===== src/design/rfg_pkg.sv =====
// rfg_pkg: shared types, register codes and constants for the readout frame generator.
// Used by every module of the block; depends on nothing else.

package rfg_pkg;

  // default number of hit word pairs per frame
  localparam int MAX_HITS_DEF    = 8;
  // trigger queue between front and back
  localparam int QUEUE_DEPTH_DEF = 2;

  // filled-pair count is at most 15 (the hit count is four bits), so five bits cover every MAX_HITS
  localparam int FILL_W = 5;

  localparam int BOARD_W   = 5;
  localparam int L1_W      = 32;
  localparam int WORD_W    = 32;
  localparam int STATUS_W  = 3;
  localparam int HITCNT_W  = 4;
  localparam int CHIP_W    = 3;
  localparam int CHAN_W    = 6;

  localparam int STAMP_W   = 16;
  localparam int TAG_W     = 3;
  localparam int RAW_W     = 54;
  localparam int FRAME_W   = 24;
  localparam int CWORD_W   = 18;
  localparam int PKT_W     = 48;

  localparam int CFG_IDX_W  = 4;
  localparam int CFG_DATA_W = 8;

  // register indexes on the config port
  localparam logic [CFG_IDX_W-1:0] REG_STATUS  = 4'd0;
  localparam logic [CFG_IDX_W-1:0] REG_HITCNT  = 4'd1;
  localparam logic [CFG_IDX_W-1:0] REG_CHIP    = 4'd2;
  localparam logic [CFG_IDX_W-1:0] REG_CHANNEL = 4'd3;

  // register reset values
  localparam logic [STATUS_W-1:0] STATUS_RST  = 3'd2;
  localparam logic [HITCNT_W-1:0] HITCNT_RST  = 4'd8;
  localparam logic [CHIP_W-1:0]   CHIP_RST    = 3'd2;
  localparam logic [CHAN_W-1:0]   CHANNEL_RST = 6'd8;

  // running counter reset values
  localparam logic [RAW_W-1:0]   RAW_RST   = 54'h123456876543;
  localparam logic [CWORD_W-1:0] CWORD_RST = 18'h05678;

  // word tags in the top bits
  localparam logic [2:0] HDR_TAG = 3'b110;
  localparam logic [2:0] TRL_TAG = 3'b111;
  localparam logic [1:0] SEQ_TAG = 2'b01;

  typedef struct packed {
    logic [STATUS_W-1:0] stat_flags;
    logic [HITCNT_W-1:0] hit_pairs;
    logic [CHIP_W-1:0]   chip_id;
    logic [CHAN_W-1:0]   channel_id;
  } cfg_t;

  // one queued trigger with its filled-pair count already worked out
  typedef struct packed {
    logic [BOARD_W-1:0] board_id;
    logic [L1_W-1:0]    l1_count;
    logic [FILL_W-1:0]  filled;
  } trig_t;

endpackage


===== src/design/rfg_front.sv =====
// rfg_front: trigger intake stage; registers one trigger and clamps the hit count.
// Depends on rfg_pkg; feeds rfg_queue.

module rfg_front #(
  parameter int MAX_HITS = rfg_pkg::MAX_HITS_DEF
) (
  input  logic                         clk,
  input  logic                         rst_n,
  input  logic                         in_valid,
  output logic                         in_stall,
  input  logic [rfg_pkg::BOARD_W-1:0]  in_board_id,
  input  logic [rfg_pkg::L1_W-1:0]     in_l1_count,
  input  logic [rfg_pkg::HITCNT_W-1:0] hit_pairs,
  output logic                         push_valid,
  input  logic                         push_ready,
  output rfg_pkg::trig_t               push_entry
);

  localparam logic [rfg_pkg::FILL_W-1:0] MAX_FILL = rfg_pkg::FILL_W'(MAX_HITS);

  logic                         stage_valid_r;
  rfg_pkg::trig_t               stage_r;
  logic                         accept;
  logic [rfg_pkg::FILL_W-1:0]   hc_ext;
  rfg_pkg::trig_t               stage_nxt;

  assign in_stall   = stage_valid_r && !push_ready;
  assign accept     = in_valid && !in_stall;
  assign push_valid = stage_valid_r;
  assign push_entry = stage_r;

  assign hc_ext = rfg_pkg::FILL_W'(hit_pairs);

  always_comb begin
    stage_nxt.board_id = in_board_id;
    stage_nxt.l1_count = in_l1_count;
    stage_nxt.filled   = (hc_ext > MAX_FILL) ? MAX_FILL : hc_ext;
  end

  always_ff @(posedge clk) begin
    if (!rst_n) begin
      stage_valid_r <= 1'b0;
    end else if (accept) begin
      stage_valid_r <= 1'b1;
    end else if (push_ready) begin
      stage_valid_r <= 1'b0;
    end
  end

  always_ff @(posedge clk) begin
    if (accept) begin
      stage_r <= stage_nxt;
    end
  end

endmodule


===== src/design/rfg_queue.sv =====
// rfg_queue: short trigger queue between the intake stage and the frame sequencer.
// Depends on rfg_pkg for the entry type.

module rfg_queue #(
  parameter int DEPTH = rfg_pkg::QUEUE_DEPTH_DEF
) (
  input  logic           clk,
  input  logic           rst_n,
  input  logic           push_valid,
  output logic           push_ready,
  input  rfg_pkg::trig_t push_entry,
  output logic           pop_valid,
  input  logic           pop,
  output rfg_pkg::trig_t pop_entry
);

  localparam int PTR_W = (DEPTH > 1) ? $clog2(DEPTH) : 1;
  localparam int CNT_W = $clog2(DEPTH + 1);
  localparam logic [PTR_W-1:0] PTR_LAST = PTR_W'(DEPTH - 1);
  localparam logic [CNT_W-1:0] CNT_FULL = CNT_W'(DEPTH);

  rfg_pkg::trig_t   mem [DEPTH];
  logic [PTR_W-1:0] wr_ptr_r, rd_ptr_r;
  logic [CNT_W-1:0] count_r;
  logic             do_push, do_pop;

  assign push_ready = (count_r != CNT_FULL);
  assign pop_valid  = (count_r != '0);
  assign do_push    = push_valid && push_ready;
  assign do_pop     = pop && pop_valid;
  assign pop_entry  = mem[rd_ptr_r];

  always_ff @(posedge clk) begin
    if (!rst_n) begin
      wr_ptr_r <= '0;
      rd_ptr_r <= '0;
      count_r  <= '0;
    end else begin
      if (do_push) begin
        wr_ptr_r <= (wr_ptr_r == PTR_LAST) ? '0 : wr_ptr_r + 1'b1;
      end
      if (do_pop) begin
        rd_ptr_r <= (rd_ptr_r == PTR_LAST) ? '0 : rd_ptr_r + 1'b1;
      end
      if (do_push && !do_pop) begin
        count_r <= count_r + 1'b1;
      end else if (do_pop && !do_push) begin
        count_r <= count_r - 1'b1;
      end
    end
  end

  always_ff @(posedge clk) begin
    if (do_push) begin
      mem[wr_ptr_r] <= push_entry;
    end
  end

endmodule


===== src/design/rfg_back.sv =====
// rfg_back: frame sequencer; walks the frame word by word, owns the running counters
// and the output register. Depends on rfg_pkg; pops triggers from rfg_queue.

module rfg_back #(
  parameter int MAX_HITS = rfg_pkg::MAX_HITS_DEF
) (
  input  logic                        clk,
  input  logic                        rst_n,
  input  rfg_pkg::cfg_t               cfg,
  input  logic                        q_valid,
  input  rfg_pkg::trig_t              q_entry,
  output logic                        q_pop,
  output logic                        out_valid,
  input  logic                        out_stall,
  output logic [rfg_pkg::WORD_W-1:0]  out_word,
  output logic                        out_last
);

  localparam int FRAME_WORDS = 2 * MAX_HITS + 6;
  localparam int POS_W       = $clog2(FRAME_WORDS);
  localparam logic [POS_W-1:0] POS_H1   = POS_W'(1);
  localparam logic [POS_W-1:0] POS_HEND = POS_W'(2 * MAX_HITS + 2);
  localparam logic [POS_W-1:0] POS_T0   = POS_W'(FRAME_WORDS - 4);
  localparam logic [POS_W-1:0] POS_T1   = POS_W'(FRAME_WORDS - 3);
  localparam logic [POS_W-1:0] POS_S0   = POS_W'(FRAME_WORDS - 2);
  localparam logic [POS_W-1:0] POS_LAST = POS_W'(FRAME_WORDS - 1);

  typedef enum logic [2:0] {
    WK_H0, WK_H1, WK_HA, WK_HB, WK_T0, WK_T1, WK_S0, WK_S1
  } kind_t;

  logic                           busy_r;
  logic [POS_W-1:0]               pos_r;
  rfg_pkg::trig_t                 cur_r;
  logic [rfg_pkg::FILL_W-1:0]     hits_left_r;

  logic [rfg_pkg::STAMP_W-1:0]    stamp_r;
  logic [rfg_pkg::TAG_W-1:0]      tag_r;
  logic [rfg_pkg::RAW_W-1:0]      raw_r;
  logic [rfg_pkg::FRAME_W-1:0]    frame_r;
  logic [rfg_pkg::CWORD_W-1:0]    cword_r;
  logic [rfg_pkg::PKT_W-1:0]      pkt_r;

  logic                           out_valid_r, out_last_r;
  logic [rfg_pkg::WORD_W-1:0]     out_word_r;

  kind_t                          kind;
  logic                           adv, emit, load, at_last, pair_on;
  logic [rfg_pkg::RAW_W-1:0]      raw_nxt;
  logic [rfg_pkg::WORD_W-1:0]     word_nxt;

  assign adv     = !out_valid_r || !out_stall;
  assign emit    = adv && busy_r;
  assign at_last = (pos_r == POS_LAST);
  // next trigger is picked up on the last word so frames run back to back
  assign load    = adv && q_valid && (!busy_r || at_last);
  assign q_pop   = load;
  assign pair_on = (hits_left_r != '0);
  assign raw_nxt = raw_r + 1'b1;

  assign out_valid = out_valid_r;
  assign out_word  = out_word_r;
  assign out_last  = out_last_r;

  always_comb begin
    if (pos_r == '0) begin
      kind = WK_H0;
    end else if (pos_r == POS_H1) begin
      kind = WK_H1;
    end else if (pos_r < POS_HEND) begin
      kind = pos_r[0] ? WK_HB : WK_HA;
    end else if (pos_r == POS_T0) begin
      kind = WK_T0;
    end else if (pos_r == POS_T1) begin
      kind = WK_T1;
    end else if (pos_r == POS_S0) begin
      kind = WK_S0;
    end else begin
      kind = WK_S1;
    end
  end

  always_comb begin
    unique case (kind)
      WK_H0: word_nxt = {rfg_pkg::HDR_TAG, cfg.stat_flags, cur_r.l1_count[31:6]};
      WK_H1: word_nxt = {2'b00, cur_r.l1_count[5:0], 4'b0000, cfg.hit_pairs, stamp_r};
      WK_HA: word_nxt = pair_on ? {2'b00, cfg.chip_id, tag_r, raw_nxt[53:30]} : '0;
      WK_HB: word_nxt = pair_on ? {2'b00, raw_r[29:0]} : '0;
      WK_T0: word_nxt = {rfg_pkg::TRL_TAG, frame_r, cur_r.board_id};
      WK_T1: word_nxt = {2'b00, cfg.chip_id, cur_r.l1_count[2:0], cfg.channel_id, cword_r};
      WK_S0: word_nxt = {rfg_pkg::SEQ_TAG, 5'b00000, cur_r.board_id, pkt_r[47:28]};
      WK_S1: word_nxt = {rfg_pkg::SEQ_TAG, 2'b00, pkt_r[27:0]};
      default: word_nxt = '0;
    endcase
  end

  // sequencer control and output register
  always_ff @(posedge clk) begin
    if (!rst_n) begin
      busy_r      <= 1'b0;
      pos_r       <= '0;
      hits_left_r <= '0;
      out_valid_r <= 1'b0;
    end else begin
      if (adv) begin
        out_valid_r <= busy_r;
      end
      if (load) begin
        busy_r      <= 1'b1;
        pos_r       <= '0;
        hits_left_r <= q_entry.filled;
      end else if (emit) begin
        pos_r <= pos_r + 1'b1;
        if (at_last) begin
          busy_r <= 1'b0;
        end
        if (kind == WK_HB && pair_on) begin
          hits_left_r <= hits_left_r - 1'b1;
        end
      end
    end
  end

  always_ff @(posedge clk) begin
    if (load) begin
      cur_r <= q_entry;
    end
    if (adv) begin
      out_word_r <= word_nxt;
      out_last_r <= at_last;
    end
  end

  // running counters, each bumped once per frame on a fixed word, the raw count once per filled hit pair
  always_ff @(posedge clk) begin
    if (!rst_n) begin
      stamp_r <= '0;
      tag_r   <= '0;
      raw_r   <= rfg_pkg::RAW_RST;
      frame_r <= '0;
      cword_r <= rfg_pkg::CWORD_RST;
      pkt_r   <= '0;
    end else if (emit) begin
      case (kind)
        WK_H1: stamp_r <= stamp_r + 1'b1;
        WK_HA: begin
          if (pair_on) begin
            raw_r <= raw_nxt;
          end
        end
        WK_T0: begin
          frame_r <= frame_r + 1'b1;
          tag_r   <= tag_r + 1'b1;
        end
        WK_T1: cword_r <= cword_r + 1'b1;
        WK_S1: pkt_r   <= pkt_r + 1'b1;
        default: ;
      endcase
    end
  end

endmodule


===== src/design/readout_frame_generator.sv =====
// readout_frame_generator: top level; config registers, intake stage, trigger queue
// and frame sequencer. Depends on rfg_pkg, rfg_front, rfg_queue, rfg_back.

// Each accepted trigger yields one frame of 2*MAX_HITS+6 32-bit words (22 at the
// default), one word per cycle from the output register while out_stall is low,
// with out_last on the final word; frames follow with no gap when the next trigger
// is already queued. Triggers are taken into an intake register and a
// QUEUE_DEPTH-entry queue while an earlier frame is still being sent; in_stall
// rises only when both are full. When idle, a trigger passes the intake register
// and the queue into the sequencer before its first word is registered at the
// output. Config registers take writes every cycle (cfg_ready is always high) and
// should only be written while no frame is pending; unknown indexes are ignored.

module readout_frame_generator #(
  parameter int MAX_HITS    = rfg_pkg::MAX_HITS_DEF,
  parameter int QUEUE_DEPTH = rfg_pkg::QUEUE_DEPTH_DEF
) (
  input  logic                           clk,
  input  logic                           rst_n,
  input  logic                           in_valid,
  output logic                           in_stall,
  input  logic [rfg_pkg::BOARD_W-1:0]    in_board_id,
  input  logic [rfg_pkg::L1_W-1:0]       in_l1_count,
  output logic                           out_valid,
  input  logic                           out_stall,
  output logic [rfg_pkg::WORD_W-1:0]     out_word,
  output logic                           out_last,
  input  logic                           cfg_valid,
  output logic                           cfg_ready,
  input  logic [rfg_pkg::CFG_IDX_W-1:0]  cfg_index,
  input  logic [rfg_pkg::CFG_DATA_W-1:0] cfg_data
);

  rfg_pkg::cfg_t  cfg_r;
  logic           push_valid, push_ready;
  rfg_pkg::trig_t push_entry;
  logic           q_valid, q_pop;
  rfg_pkg::trig_t q_entry;

  assign cfg_ready = 1'b1;

  always_ff @(posedge clk) begin
    if (!rst_n) begin
      cfg_r.stat_flags <= rfg_pkg::STATUS_RST;
      cfg_r.hit_pairs  <= rfg_pkg::HITCNT_RST;
      cfg_r.chip_id    <= rfg_pkg::CHIP_RST;
      cfg_r.channel_id <= rfg_pkg::CHANNEL_RST;
    end else if (cfg_valid && cfg_ready) begin
      unique case (cfg_index)
        rfg_pkg::REG_STATUS:  cfg_r.stat_flags <= cfg_data[rfg_pkg::STATUS_W-1:0];
        rfg_pkg::REG_HITCNT:  cfg_r.hit_pairs  <= cfg_data[rfg_pkg::HITCNT_W-1:0];
        rfg_pkg::REG_CHIP:    cfg_r.chip_id    <= cfg_data[rfg_pkg::CHIP_W-1:0];
        rfg_pkg::REG_CHANNEL: cfg_r.channel_id <= cfg_data[rfg_pkg::CHAN_W-1:0];
        default: ;
      endcase
    end
  end

  rfg_front #(.MAX_HITS(MAX_HITS)) u_front (
    .clk        (clk),
    .rst_n      (rst_n),
    .in_valid   (in_valid),
    .in_stall   (in_stall),
    .in_board_id(in_board_id),
    .in_l1_count(in_l1_count),
    .hit_pairs  (cfg_r.hit_pairs),
    .push_valid (push_valid),
    .push_ready (push_ready),
    .push_entry (push_entry)
  );

  rfg_queue #(.DEPTH(QUEUE_DEPTH)) u_queue (
    .clk       (clk),
    .rst_n     (rst_n),
    .push_valid(push_valid),
    .push_ready(push_ready),
    .push_entry(push_entry),
    .pop_valid (q_valid),
    .pop       (q_pop),
    .pop_entry (q_entry)
  );

  rfg_back #(.MAX_HITS(MAX_HITS)) u_back (
    .clk      (clk),
    .rst_n    (rst_n),
    .cfg      (cfg_r),
    .q_valid  (q_valid),
    .q_entry  (q_entry),
    .q_pop    (q_pop),
    .out_valid(out_valid),
    .out_stall(out_stall),
    .out_word (out_word),
    .out_last (out_last)
  );

endmodule


===== config.mk =====
export PLATFORM = sky130hd
export DESIGN_NAME = readout_frame_generator
export DESIGN_NICKNAME = d
export VERILOG_FILES = /design/src/design/rfg_pkg.sv /design/src/design/rfg_front.sv /design/src/design/rfg_queue.sv /design/src/design/rfg_back.sv /design/src/design/readout_frame_generator.sv
export SDC_FILE = /design/constraint.sdc
export NUM_CORES = 1
export LEC_CHECK = 0
export ABC_AREA = 1
export BUFFER_PORTS_ARGS = -buffer_cell sky130_fd_sc_hd__buf_2
export CORE_MARGIN = 2
export CORE_UTILIZATION = 55
export CTS_BUF_LIST = sky130_fd_sc_hd__clkbuf_8
export DETAILED_ROUTE_END_ITERATION = 12
export PLACE_DENSITY = 0.73
export SYNTH_ARGS = -nofsm -noshare
export SYNTH_HDL_FRONTEND = slang
export SYNTH_SLANG_ARGS = --single-unit

===== constraint.sdc =====
create_clock -name clk -period 4.7 [get_ports clk]
set_input_delay 0.94 -clock clk [delete_from_list [all_inputs] [get_ports clk]]
set_output_delay 0.94 -clock clk [all_outputs]
set_load 0.05 [all_outputs]

==> results by group, run 1 <==
Hold path
  • Worst hold stages: 0
  • Min-delay worst type: register to register

Critical path
  • Crit. End Element: register
  • Max stage delay cell, worst path: nor2_4
  • Crit path max-delay family: simple AND/OR/NAND/NOR gates
  • Arr. time, crit path: 3740 ps
  • CP Class: register to register
  • Reg-to-reg startpoint: u_back.pos_r[1]$_SDFFE_PP0P_
  • Worst path buffer plus inverter count: 2
  • Cells along the critical path: inv_1 -> ha_1 -> nand3_4 -> nand2_1 -> nand2_2 -> nand2_4 -> nand2_4 -> nand3_4 -> nor2_4 -> inv_2 -> nand2_1 -> a21oi_1
  • R2r setup slk: about 1500 ps
  • Crit path launch: u_back.pos_r[1]$_SDFFE_PP0P_
  • Worst path depth: 12
  • Data required time at the worst endpoint: 5210 ps
  • R2r endpoint: u_back.frame_r[0]$_SDFFE_PN0P_
  • R2R cell count: 12
  • Crit-path max cell delay: approximately 660 ps
  • Crit path launch type: register
  • Crit path to: u_back.frame_r[0]$_SDFFE_PN0P_
  • Crit path max fanout: 33

Synth
  • Synth Cell Area: between 15000 and 20000 um^2
  • Top FF cell, synth: dfxtp_1
  • Flops & latches, synth: just under 400
  • FFs w/ async S/R, synth: 0
  • Avg Inst Size Synth: 8.03 um^2
  • Synthesized Nets: 2459
  • Mapped Cells: 2393
  • Syn. warnings: 0
  • Register area share after synthesis: 0.507
  • Number of synthesized flops with an enable pin: between 150 and 200
  • Cell variety after synth: 46

Timing
  • Worst Skew: 29.7 ps
  • Final period utilization: 0.687
  • RSZ-0062 raised after global routing: no
  • Final Critical Period: ~3200 ps
  • Final hold vios: 0
  • Final TNS setup: 0 ps
  • Max-slew violation count: 0
  • Rel. slew slack: 0.194
  • PnR worst setup slack: 1470 ps
  • Slew @ Worst Pin: 1210 ps
  • Final setup viols: 0
  • Fmax: 310 MHz

Clocking
  • Total setup buffers inserted after CTS: 0
  • H-tree Lvls: 3
  • CTS Root Cell: clkbuf_8
  • CTS tree: yes
  • Post-cts repair resize count: 0
  • Clk sinks: 390
  • Worst-skew pair later-pin latency: 640 ps
  • Reg clk slew, reported paths: roughly 60 ps
  • Cts bufs inserted: 66
  • Buffers from clock root to sink, at most: 3
  • # hold bufs at CTS: 0

Floorplan
  • Row count: 68
  • Die ar.: about 36000 um^2
  • Die height: about 190 um
  • Die width: between 150 and 200 um
  • Initial Util: 0.557
  • IO Pins: 90
  • Core ar.: 34500 um^2

Cells and area
  • # diodes: 0
  • Area delta synth->final: 10.8%
  • Area occupied by multi-input gates: 8370 um^2
  • Design area: 21300 um^2
  • Core Util, Final: 0.618
  • Filler cells: 3057
  • NumNets Final: 2556
  • Register area: 9740 um^2
  • Layout cells sized above 1: 0.103

Place
  • GP Congestion: between 1 and 1.5
  • Setup WS pre-CTS: 1380 ps
  • I/O Buffers: 86
  • Final HPWL DP: roughly 40000 um
  • Placed cell areas: 20000 um^2

Power
  • VDD IR max: 0.000372 V
  • Pwr dens: about 440 nW/um^2
  • Pleak: 0.00783 uW

Detailed routing
  • DRC: 0
  • DRT antenna net count: 0
  • DR WL/cell: about 19 um
  • Initial DRC count: 1680
  • Vias: 16900
  • Final WL: between 50000 and 60000 um
  • Pre-antenna DRT Iters: 6
  • Vias per cell: 5.65

GRT
  • First-pass GRT wire length: between 80000 and 90000 um
  • Number of global-route vias before repair: 15900
  • Initial antenna violation count: 0
  • Total track usage: 0.309
  • Aggregate global routing overflow: 0
  • Largest net degree at the start of global routing: 50

Status
  • Outcome: completed

Job
  • Max cap viols: 0
==> cell usage in the layout (no fill, tap or decap), types with 2 or more instances in the layout <==
| master | count |
|---|---|
| a211oi_1 | 2 |
| a21o_1 | 3 |
| a21oi_1 | 160 |
| and3_1 | 4 |
| buf_2 | 86 |
| buf_4 | 18 |
| clkbuf_8 | 72 |
| clkinv_1 | 8 |
| clkinv_2 | 9 |
| dfxtp_1 | 196 |
| edfxtp_1 | 193 |
| ha_1 | 12 |
| inv_1 | 229 |
| inv_2 | 5 |
| inv_8 | 4 |
| mux2_2 | 39 |
| nand2_1 | 630 |
| nand2_2 | 4 |
| nand2_4 | 4 |
| nand3_1 | 150 |
| nand3_2 | 2 |
| nand3_4 | 3 |
| nand3b_1 | 11 |
| nand4_1 | 68 |
| nor2_1 | 339 |
| nor2_2 | 2 |
| nor2_4 | 7 |
| nor3_1 | 65 |
| nor3b_1 | 4 |
| o211ai_1 | 4 |
| o21a_1 | 2 |
| o21ai_0 | 101 |
| o21ai_1 | 10 |
| o21bai_1 | 9 |
| o22ai_1 | 3 |
| xnor2_1 | 11 |
| xor2_1 | 61 |
==> per-layer routing <==
layer	part of all wire	GRT usage	vias to the layer above
met4	0.044	0.140	0
met1	0.41	0.400	7896
met2	0.46	0.494	747
met5	0	0	-
met3	0.088	0.0692	150
li1	-	-	8145
==> kinds of logic after synthesis <==
group	synth area share
simple gates	0.289
mux	0.0234
xor+xnor	0.0328
flops	0.507
buf+inv	0.0591
other cells	0.000195
compound gates	0.0810
fa+ha+maj	0.00782
==> flip-flops by register name, indices dropped and copies added, names as in the netlist, 16 cells and up, named ones only <==
name and cells:
u_back.stamp_r 16, u_back.cur_r 37, u_back.raw_r 54, u_back.cword_r 18, u_back.pkt_r 48, u_queue.mem 82, u_back.frame_r 24, cfg_r 16
u_front.push_entry 41, u_back.out_word 32
==> Yosys cell counts, types with 39 or more instances <==
master,count,share of area
a21oi_1,160,0.042
dfxtp_1,197,0.21
edfxtp_1,193,0.30
inv_1,201,0.039
mux2_2,39,0.023
nand2_1,631,0.12
nand3_1,150,0.039
nand4_1,68,0.022
nor2_1,342,0.067
nor3_1,65,0.017
o21ai_0,101,0.026
xor2_1,61,0.028
==> report_power, final <==
group	internal [uW]	switching [uW]
registers	4160	244
logic	511	1570
clock network	1490	1410
total	6160	3230
==> per-stage QoR <==
stage / hold WS (ps) / std cells / power [uW]
floorplan: 421 / 2393 / 5830
global placement: 422 / 2877 / 6460
detailed placement: 430 / 2877 / 6520
CTS: 437 / 2998 / 9420
global route: 445 / 2998 / 9760
finish: 420 / 2998 / 9380
==> area by class of cell <==
type                    count  area share
clock inverters            49      0.0123
clock buffers              72      0.0466
multi-input cells        1719       0.393
inverters                 209      0.0370
well taps                 455      0.0267
flip-flops and latches    390       0.458
repair buffers            104      0.0266
==> worst min path at each step <==
stage / slack, ps / start / to
after global placement: 420 / u_front.push_entry[36]$_DFFE_PP_ / u_queue.mem[0][35]$_DFFE_PP_
final: 420 / u_front.push_entry[3]$_SDFFCE_PN1P_ / u_queue.mem[1][3]$_DFFE_PP_
after global routing: 440 / u_front.push_entry[15]$_DFFE_PP_ / u_queue.mem[1][14]$_DFFE_PP_
after floorplan: 420 / u_front.push_entry[0]$_SDFFCE_PN0P_ / u_queue.mem[0][0]$_DFFE_PP_
after CTS: 440 / u_front.push_entry[3]$_SDFFCE_PN1P_ / u_queue.mem[1][3]$_DFFE_PP_
after detailed placement: 430 / u_front.push_entry[6]$_DFFE_PP_ / u_queue.mem[1][5]$_DFFE_PP_
==> worst register-to-register path: cells and delay by family (launching register included) <==
kind	cells	cell delay (ps)
DFF	1	440
AOI/OAI and AO/OA	1	80
and+or+nand+nor	8	1850
adders and majority gates	1	250
buffers and inverters	2	490
Note: power is estimated with default switching activity, not from simulation.
==> inputs of run 2 (changes only) <==
==> constraint.sdc (replaced) <==
create_clock -name clk -period 3 [get_ports clk]
set_input_delay 0.6 -clock clk [delete_from_list [all_inputs] [get_ports clk]]
set_output_delay 0.6 -clock clk [all_outputs]
set_load 0.05 [all_outputs]
==> run 2 against run 1 <==
  * Clock power is 55% higher
  * Power rose by 56%
  * Combinational power increased by 60%
  * Via count barely moved
  * Hold slack lost 270 ps
==> results by group, run 2 (synthesized netlist as in run 1, its figures left out) <==
Cells and area
  • Area delta synth->final: 11.6%
  • Register area: 9740 um^2 (unchanged)
  • Design area: 21400 um^2 (+0.76%)
  • Area occupied by multi-input gates: 8370 um^2 (about the same)
  • Non-Filler Instances: 3012 (+0.47%)
  • NumNets Final: 2574 (+0.70%)
  • Filler cells: 3024 (-1.1%)
  • Biggest regs: u_queue.mem: 82 flops, u_back.raw_r: 54 flops, u_back.pkt_r: 48 flops
  • Most common cell after layout, fill and taps aside: nand2_1
  • Commonest cells after routing, fill and taps aside: 629 x nand2_1, 339 x nor2_1, 226 x inv_1
  • # diodes: 0 (unchanged)
  • Layout cells sized above 1: 0.110 (+0.00647)
  • Most flop-heavy register: u_queue.mem
  • Max reg flops: 82 (unchanged)

Critical path
  • Crit. End Element: register
  • R2R cell count: 10 (-2)
  • Reg-to-reg startpoint: u_back.pos_r[0]$_SDFFE_PP0P_
  • Crit path max fanout: 18 (-45%)
  • R2r endpoint: u_back.cword_r[2]$_SDFFE_PN0P_
  • CP Class: register to register
  • Arr. time, crit path: 3240 ps (-500 ps)
  • R2r setup slk: 260 ps (-1220 ps)
  • Crit path launch type: register
  • Data required time at the worst endpoint: 3490 ps (-1720 ps)

Floorplan
  • Core ar.: 34500 um^2 (unchanged)
  • Initial Util: 0.557 (unchanged)
  • Row count: 68 (unchanged)
  • Die height: 191 um (unchanged)
  • Die ar.: 36400 um^2 (unchanged)
  • Die width: 191 um (unchanged)
  • IO Pins: 90 (unchanged)

Hold path
  • Hold EP: u_front.push_entry[7]$_DFFE_PP_
  • Worst hold start: in_l1_count[2]
  • Worst hold stages: 1 (+1)
  • Min-delay worst type: input pin to register

Job
  • Max cap viols: 0 (unchanged)

Detailed routing
  • DRT antenna net count: 0 (unchanged)
  • DRC: 0 (unchanged)
  • Final WL: 58000 um (+4.3%)
  • DR WL/cell: 19.3 um (+3.8%)
  • Vias: 16900 (-0.089%)
  • Pre-antenna DRT Iters: 7 (+1)
  • Vias per cell: 5.62 (-0.55%)
  • Initial DRC count: 1484 (-12%)

Timing
  • Final hold vios: 0 (unchanged)
  • Max-slew violation count: 0 (unchanged)
  • Worst Skew: 40.2 ps (+10.5 ps)
  • Final period utilization: 0.915 (+0.228)
  • Slew @ Worst Pin: 912 ps (-293 ps)
  • Final TNS setup: 0 ps (unchanged)
  • Final setup viols: 0 (unchanged)
  • Final Critical Period: 2740 ps (-485 ps)
  • RSZ-0062 raised after global routing: no
  • Fmax: 364 MHz (+18%)
  • Rel. slew slack: 0.392 (+0.198)

Clocking
  • CTS tree: yes
  • Buffers from clock root to sink, at most: 3 (unchanged)
  • H-tree Lvls: 3 (unchanged)
  • # hold bufs at CTS: 0 (unchanged)
  • CTS Root Cell: clkbuf_8
  • Reg clk slew, reported paths: 60 ps (about the same)
  • Clk sinks: 390 (unchanged)
  • Worst-skew pair later-pin latency: 640 ps (about the same)
  • Cts bufs inserted: 67 (+1.5%)

Power
  • Sw Ratio: 0.343 (-0.000996)
  • Comb power frac: 0.226 (+0.004)
  • Clock group share of total power: 0.307 (-0.002)
  • Pleak: 0.00791 uW (+0.95%)
  • Pwr Total: 14700 uW (+56%)
  • VDD IR max: 0.000620 V (+67%)
  • Psw: 5030 uW (+56%)
  • Pwr dens: 684 nW/um^2 (+55%)
  • Seq pwr share: 0.467 (-0.002)
  • Cell internal pwr: 9640 uW (+57%)

Status
  • Outcome: completed

Place
  • Placed Cells: 2894 (+0.59%)
  • GP Congestion: 0.973 (-5.0%)
  • Placed cell areas: 20200 um^2 (+0.89%)
  • Final HPWL DP: 43300 um (+5.7%)
  • I/O Buffers: 86 (unchanged)

GRT
  • Largest net degree at the start of global routing: 74 (+48%)
  • Number of global-route vias before repair: 15900 (+0.050%)
  • Aggregate global routing overflow: 0 (unchanged)
  • First-pass GRT wire length: 88900 um (+3.5%)
  • Total track usage: 0.323 (+0.0142)
  • Initial antenna violation count: 0 (unchanged)
==> run 2: layout make-up <==
class | count | share of cell area
Inverter | 209 | 0.0368
Sequential cell | 390 | 0.454
Clock inverter | 44 | 0.0102
Tap cell | 455 | 0.0265
Timing Repair Buffer | 121 | 0.0347
Clock buffer | 74 | 0.0475
Multi-Input combinational cell | 1719 | 0.390
==> run 2: worst max path at each step <==
stage | startpoint | slack (ps) | endpoint
after floorplan | out_stall | 70 | u_back.hits_left_r[2]$_SDFFE_PN0P_
after global placement | u_back.pos_r[0]$_SDFFE_PP0P_ | 220 | u_back.cword_r[3]$_SDFFE_PN1P_
after detailed placement | u_back.pos_r[0]$_SDFFE_PP0P_ | 230 | u_back.cword_r[4]$_SDFFE_PN1P_
after CTS | u_back.pos_r[0]$_SDFFE_PP0P_ | 170 | u_back.cword_r[2]$_SDFFE_PN0P_
after global routing | u_back.pos_r[0]$_SDFFE_PP0P_ | 70 | u_back.cword_r[10]$_SDFFE_PN1P_
final | u_back.pos_r[0]$_SDFFE_PP0P_ | 260 | u_back.cword_r[2]$_SDFFE_PN0P_
==> run 2: metal layers <==
metal,vias to the layer above,routed length [um],global-route usage
met5,-,0,0
met1,7865,24500,0.434
met3,147,4550,0.0585
li1,8192,-,-
met4,0,2380,0.134
met2,719,26600,0.514
==> run 2: power groups by stage <==
stage | Combinational [uW] | Sequential, uW | Clock [uW]
4_1_cts | 3300 | 6860 | 4580
2_1_floorplan | 1520 | 7620 | 0
3_3_place_gp | 3240 | 6940 | 0
3_5_place_dp | 3290 | 6960 | 0
6_report | 3320 | 6860 | 4500
5_1_grt | 3530 | 6920 | 4810
==> run 2: worst max-delay path, stage by stage, from the launching register on <==
cell     delay (ps)
dfxtp_1         410
inv_1           140
ha_1            260
nand3_1         110
nand4_1         150
nand2_4         280
nand3_1         140
nor2_1          480
nand2_2         320
o21ai_0         270
nor2_1           60
==> run 2: what timing repair did <==
action	CTS	global route
resized for setup	0	1
setup endpoints to repair	0	2
setup buffers	0	0
==> run 2: through the flow <==
step | setup slack [ps] | hold slack, ps | utilization
2_1_floorplan | 68.9 | 421 | -
3_3_place_gp | 223 | 423 | 0.586
3_5_place_dp | 225 | 431 | 0.586
4_1_cts | 174 | 103 | 0.622
5_1_grt | 71.4 | 106 | 0.622
6_report | 256 | 146 | 0.622
==> inputs of run 3 (changes only) <==
--- a/config.mk
+++ b/config.mk
@@ -5,13 +5,14 @@
 export SDC_FILE = /design/constraint.sdc
 export NUM_CORES = 1
 export LEC_CHECK = 0
-export ABC_AREA = 1
 export BUFFER_PORTS_ARGS = -buffer_cell sky130_fd_sc_hd__buf_2
+export CELL_PAD_IN_SITES_DETAIL_PLACEMENT = 1
+export CELL_PAD_IN_SITES_GLOBAL_PLACEMENT = 2
 export CORE_MARGIN = 2
-export CORE_UTILIZATION = 55
+export CORE_UTILIZATION = 43
 export CTS_BUF_LIST = sky130_fd_sc_hd__clkbuf_8
 export DETAILED_ROUTE_END_ITERATION = 12
-export PLACE_DENSITY = 0.73
+export PLACE_DENSITY_LB_ADDON = 0.1
 export SYNTH_ARGS = -nofsm -noshare
 export SYNTH_HDL_FRONTEND = slang
 export SYNTH_SLANG_ARGS = --single-unit
==> run 3 against run 2 <==
  * Register-to-register slack is essentially flat
  * Flip-flop and latch count is the same
  * Hold slack lost 34 ps
  * Maximum frequency shrank 0.31%
  * Combinational power grew 6.9%
  * Cell area shrank 3.6%
  * Synthesized area shrank 7.8%
  * Wire length shrank 13%
  * Clock power grew 9.6%
==> results by group, run 3 <==
Power
  • Pwr dens: 740 nW/um^2 (+8.1%)
  • VDD IR max: 0.000621 V (+0.12%)
  • Pleak: 0.00756 uW (-4.4%)

Synth
  • Mapped Cells: 1624 (-32%)
  • Number of synthesized flops with an enable pin: 193 (unchanged)
  • Dominant cell type by area after synthesis: edfxtp_1
  • Synth top area share: 0.327 (+0.0254)
  • Synth cell count leaders: 197 x dfxtp_1, 193 x edfxtp_1, 122 x nand2_1, 120 x and2_1, 80 x xnor2_1
  • Top FF cell, synth: dfxtp_1
  • Synthesized Nets: 1690 (-31%)
  • Avg Inst Size Synth: 10.9 um^2 (+36%)
  • FFs w/ async S/R, synth: 0 (unchanged)
  • Syn. warnings: 0 (unchanged)
  • Most common cell in the netlist: dfxtp_1
  • Register area share after synthesis: 0.550 (+0.0428)
  • Top post-synthesis cells by area: edfxtp_1 33%, dfxtp_1 22%, and2_1 4.2%
  • Flops & latches, synth: 390 (unchanged)
  • Cell variety after synth: 73 (+59%)
  • Synth Cell Area: 17700 um^2 (-7.8%)

Job
  • Max cap viols: 0 (unchanged)

Clocking
  • Cts bufs inserted: 69 (+3.0%)
  • Reg clk slew, reported paths: 60 ps (about the same)
  • H-tree Lvls: 3 (unchanged)
  • CTS tree: yes
  • CTS Root Cell: clkbuf_8
  • # hold bufs at CTS: 0 (unchanged)
  • Clk sinks: 390 (unchanged)
  • Worst-skew pair later-pin latency: 660 ps (+20 ps)
  • Buffers from clock root to sink, at most: 3 (unchanged)

Place
  • Placed Cells: 2241 (-23%)
  • Placed cell areas: 19300 um^2 (-4.7%)
  • Final HPWL DP: 36100 um (-17%)
  • GP Congestion: 0.836 (-14%)
  • I/O Buffers: 86 (unchanged)

Timing
  • Worst Skew: 20.1 ps (-20.1 ps)
  • Rel. slew slack: 0.456 (+0.0640)
  • Final Critical Period: 2750 ps (+8.58 ps)
  • Max-slew violation count: 0 (unchanged)
  • Fmax: 363 MHz (-0.31%)
  • RSZ-0062 raised after global routing: no
  • Final period utilization: 0.917 (+0.00286)
  • Final hold vios: 0 (unchanged)
  • Slew @ Worst Pin: 814 ps (-97.7 ps)
  • Final setup viols: 0 (unchanged)

Cells and area
  • Non-Filler Instances: 2368 (-21%)
  • Area occupied by multi-input gates: 7520 um^2 (-10%)
  • Most flop-heavy register: u_queue.mem
  • NumNets Final: 1848 (-28%)
  • Design area: 20700 um^2 (-3.6%)
  • Filler cells: 4437 (+47%)
  • Layout cells sized above 1: 0.195 (+0.0851)
  • Area delta synth->final: 16.7%
  • Max reg flops: 82 (unchanged)
  • Register area: 9740 um^2 (about the same)
  • # diodes: 0 (unchanged)
  • Biggest regs: u_queue.mem: 82 flops, u_back.raw_r: 54 flops, u_back.pkt_r: 48 flops
  • Most common cell after layout, fill and taps aside: dfxtp_1
  • Commonest cells after routing, fill and taps aside: 194 x dfxtp_1, 193 x edfxtp_1, 122 x nand2_1

GRT
  • Number of global-route vias before repair: 13200 (-17%)
  • Total track usage: 0.240 (-0.0833)
  • First-pass GRT wire length: 77400 um (-13%)
  • Largest net degree at the start of global routing: 67 (-9.5%)
  • Initial antenna violation count: 0 (unchanged)
  • Aggregate global routing overflow: 0 (unchanged)

Floorplan
  • IO Pins: 90 (unchanged)
  • Die height: 207 um (+8.4%)
  • Row count: 74 (+8.8%)
  • Die width: 207 um (+8.4%)
  • Die ar.: 42800 um^2 (+18%)
  • Initial Util: 0.435 (-0.123)
  • Core ar.: 40700 um^2 (+18%)

Critical path
  • Crit path to: u_back.raw_r[33]$_SDFFE_PN0P_
  • Crit-path max cell delay: 700 ps (+220 ps)
  • Crit path launch type: register
  • R2R cell count: 9 (-1)
  • R2r setup slk: 250 ps (about the same)
  • Crit path launch: u_back.pos_r[0]$_SDFFE_PP0P_
  • Cells along the critical path: inv_1 -> ha_1 -> nor4b_2 -> buf_4 -> nor2_1 -> and3_1 -> and3_1 -> xnor2_1 -> nor2b_1
  • Arr. time, crit path: 3280 ps (+40 ps)
  • Data required time at the worst endpoint: 3530 ps (+40 ps)
  • Crit path top cell by count: and3_1
  • Max stage delay cell, worst path: nor4b_2
  • CP Class: register to register
  • R2r endpoint: u_back.raw_r[33]$_SDFFE_PN0P_
  • Crit path max fanout: 12 (-6)
  • Reg-to-reg startpoint: u_back.pos_r[0]$_SDFFE_PP0P_
  • Crit. End Element: register

Detailed routing
  • DR WL/cell: 21.3 um (+11%)
  • Initial DRC count: 815 (-45%)
  • Final WL: 50500 um (-13%)
  • DRC: 0 (unchanged)
  • DRT antenna net count: 0 (unchanged)
  • Pre-antenna DRT Iters: 5 (-2)
  • Vias: 13100 (-23%)
  • Vias per cell: 5.53 (-1.6%)

Status
  • Outcome: completed

Hold path
  • Min-delay worst type: input pin to register
-- run 3: changes by cell type after synthesis, sizes merged, moves of 84 or more --
cell,change
nand2,-516
nor2,-281
inv,-179
and2,+120
a21oi,-107
nand3,-84
-- run 3: worst max-delay path: cells and delay by family, from the launching register on --
family                   cells  cell delay, ps
XOR/XNOR                     1             130
AND/OR/NAND/NOR              5            1510
flip-flops                   1             380
buffers and inverters        2             370
adder cells (fa/ha/maj)      1             250
-- run 3: cells by family after synthesis --
group / share of synthesized area
other: 0.000212
AOI/OAI and AO/OA: 0.0945
muxes: 0.0385
DFF: 0.550
and+or+nand+nor: 0.204
xor gates and xnor gates: 0.0761
buffers and inverters: 0.0282
adders and majority gates: 0.00847
-- run 3: power by group --
group | switching, uW | total [uW] | leakage (uW) | internal (uW)
Combinational | 2490 | 3550 | 0.00333 | 1060
Sequential | 352 | 6810 | 0.00343 | 6460
Clock | 2310 | 4930 | 0.000797 | 2620
-- run 3: stage by stage --
stage / setup TNS (ps) / utilization / hold slack [ps] / worst slack (ps) / total power (uW)
after floorplan: 0 / - / 419 / 90.4 / 9020
after global placement: 0 / 0.473 / 424 / 110 / 10400
after detailed placement: -75.3 / 0.473 / 431 / -75.3 / 10500
after CTS: 0 / 0.507 / 50.8 / 89.4 / 15500
after global routing: 0 / 0.507 / 67.3 / 19.0 / 16000
final: 0 / 0.507 / 112 / 248 / 15300
-- run 3: metal layers --
layer	GRT usage	routed length, um	part of all wire	vias to the layer above
li1	-	-	-	6226
met1	0.339	24500	0.48	6574
met2	0.371	23100	0.46	214
met3	0.0392	1540	0.030	78
met4	0.0846	1390	0.027	0
met5	0	0	0	-
-- run 3: area by class of cell --
cell class	instances	area share
clock inverters	46	0.0143
well taps	532	0.0322
inverters	29	0.00563
multi-input cells	1112	0.364
repair buffers	180	0.0599
clock buffers	79	0.0526
flip-flops and latches	390	0.471
-- run 3: what timing repair did --
item                                    4_1_cts  5_1_grt
endpoints found under the setup margin        1       63
pin swaps                                     0        1
gates cloned                                  0        0
resized for setup                             1        5
setup buffers                                 0        2
-- run 3: how the worst min path moves through the flow --
stage                                       startpoint                            endpoint  slack, ps  cells after the start
floorplan           u_back.hits_left_r[4]$_SDFFE_PN0P_  u_back.hits_left_r[4]$_SDFFE_PN0P_        420                      2
global placement      u_front.push_entry[41]$_DFFE_PP_        u_queue.mem[0][40]$_DFFE_PP_        420                      0
detailed placement    u_front.push_entry[40]$_DFFE_PP_        u_queue.mem[0][39]$_DFFE_PP_        430                      0
CTS                                    in_l1_count[16]    u_front.push_entry[21]$_DFFE_PP_         50                      1
global route                           in_l1_count[14]    u_front.push_entry[19]$_DFFE_PP_         70                      1
finish                                 in_l1_count[16]    u_front.push_entry[21]$_DFFE_PP_        110                      1
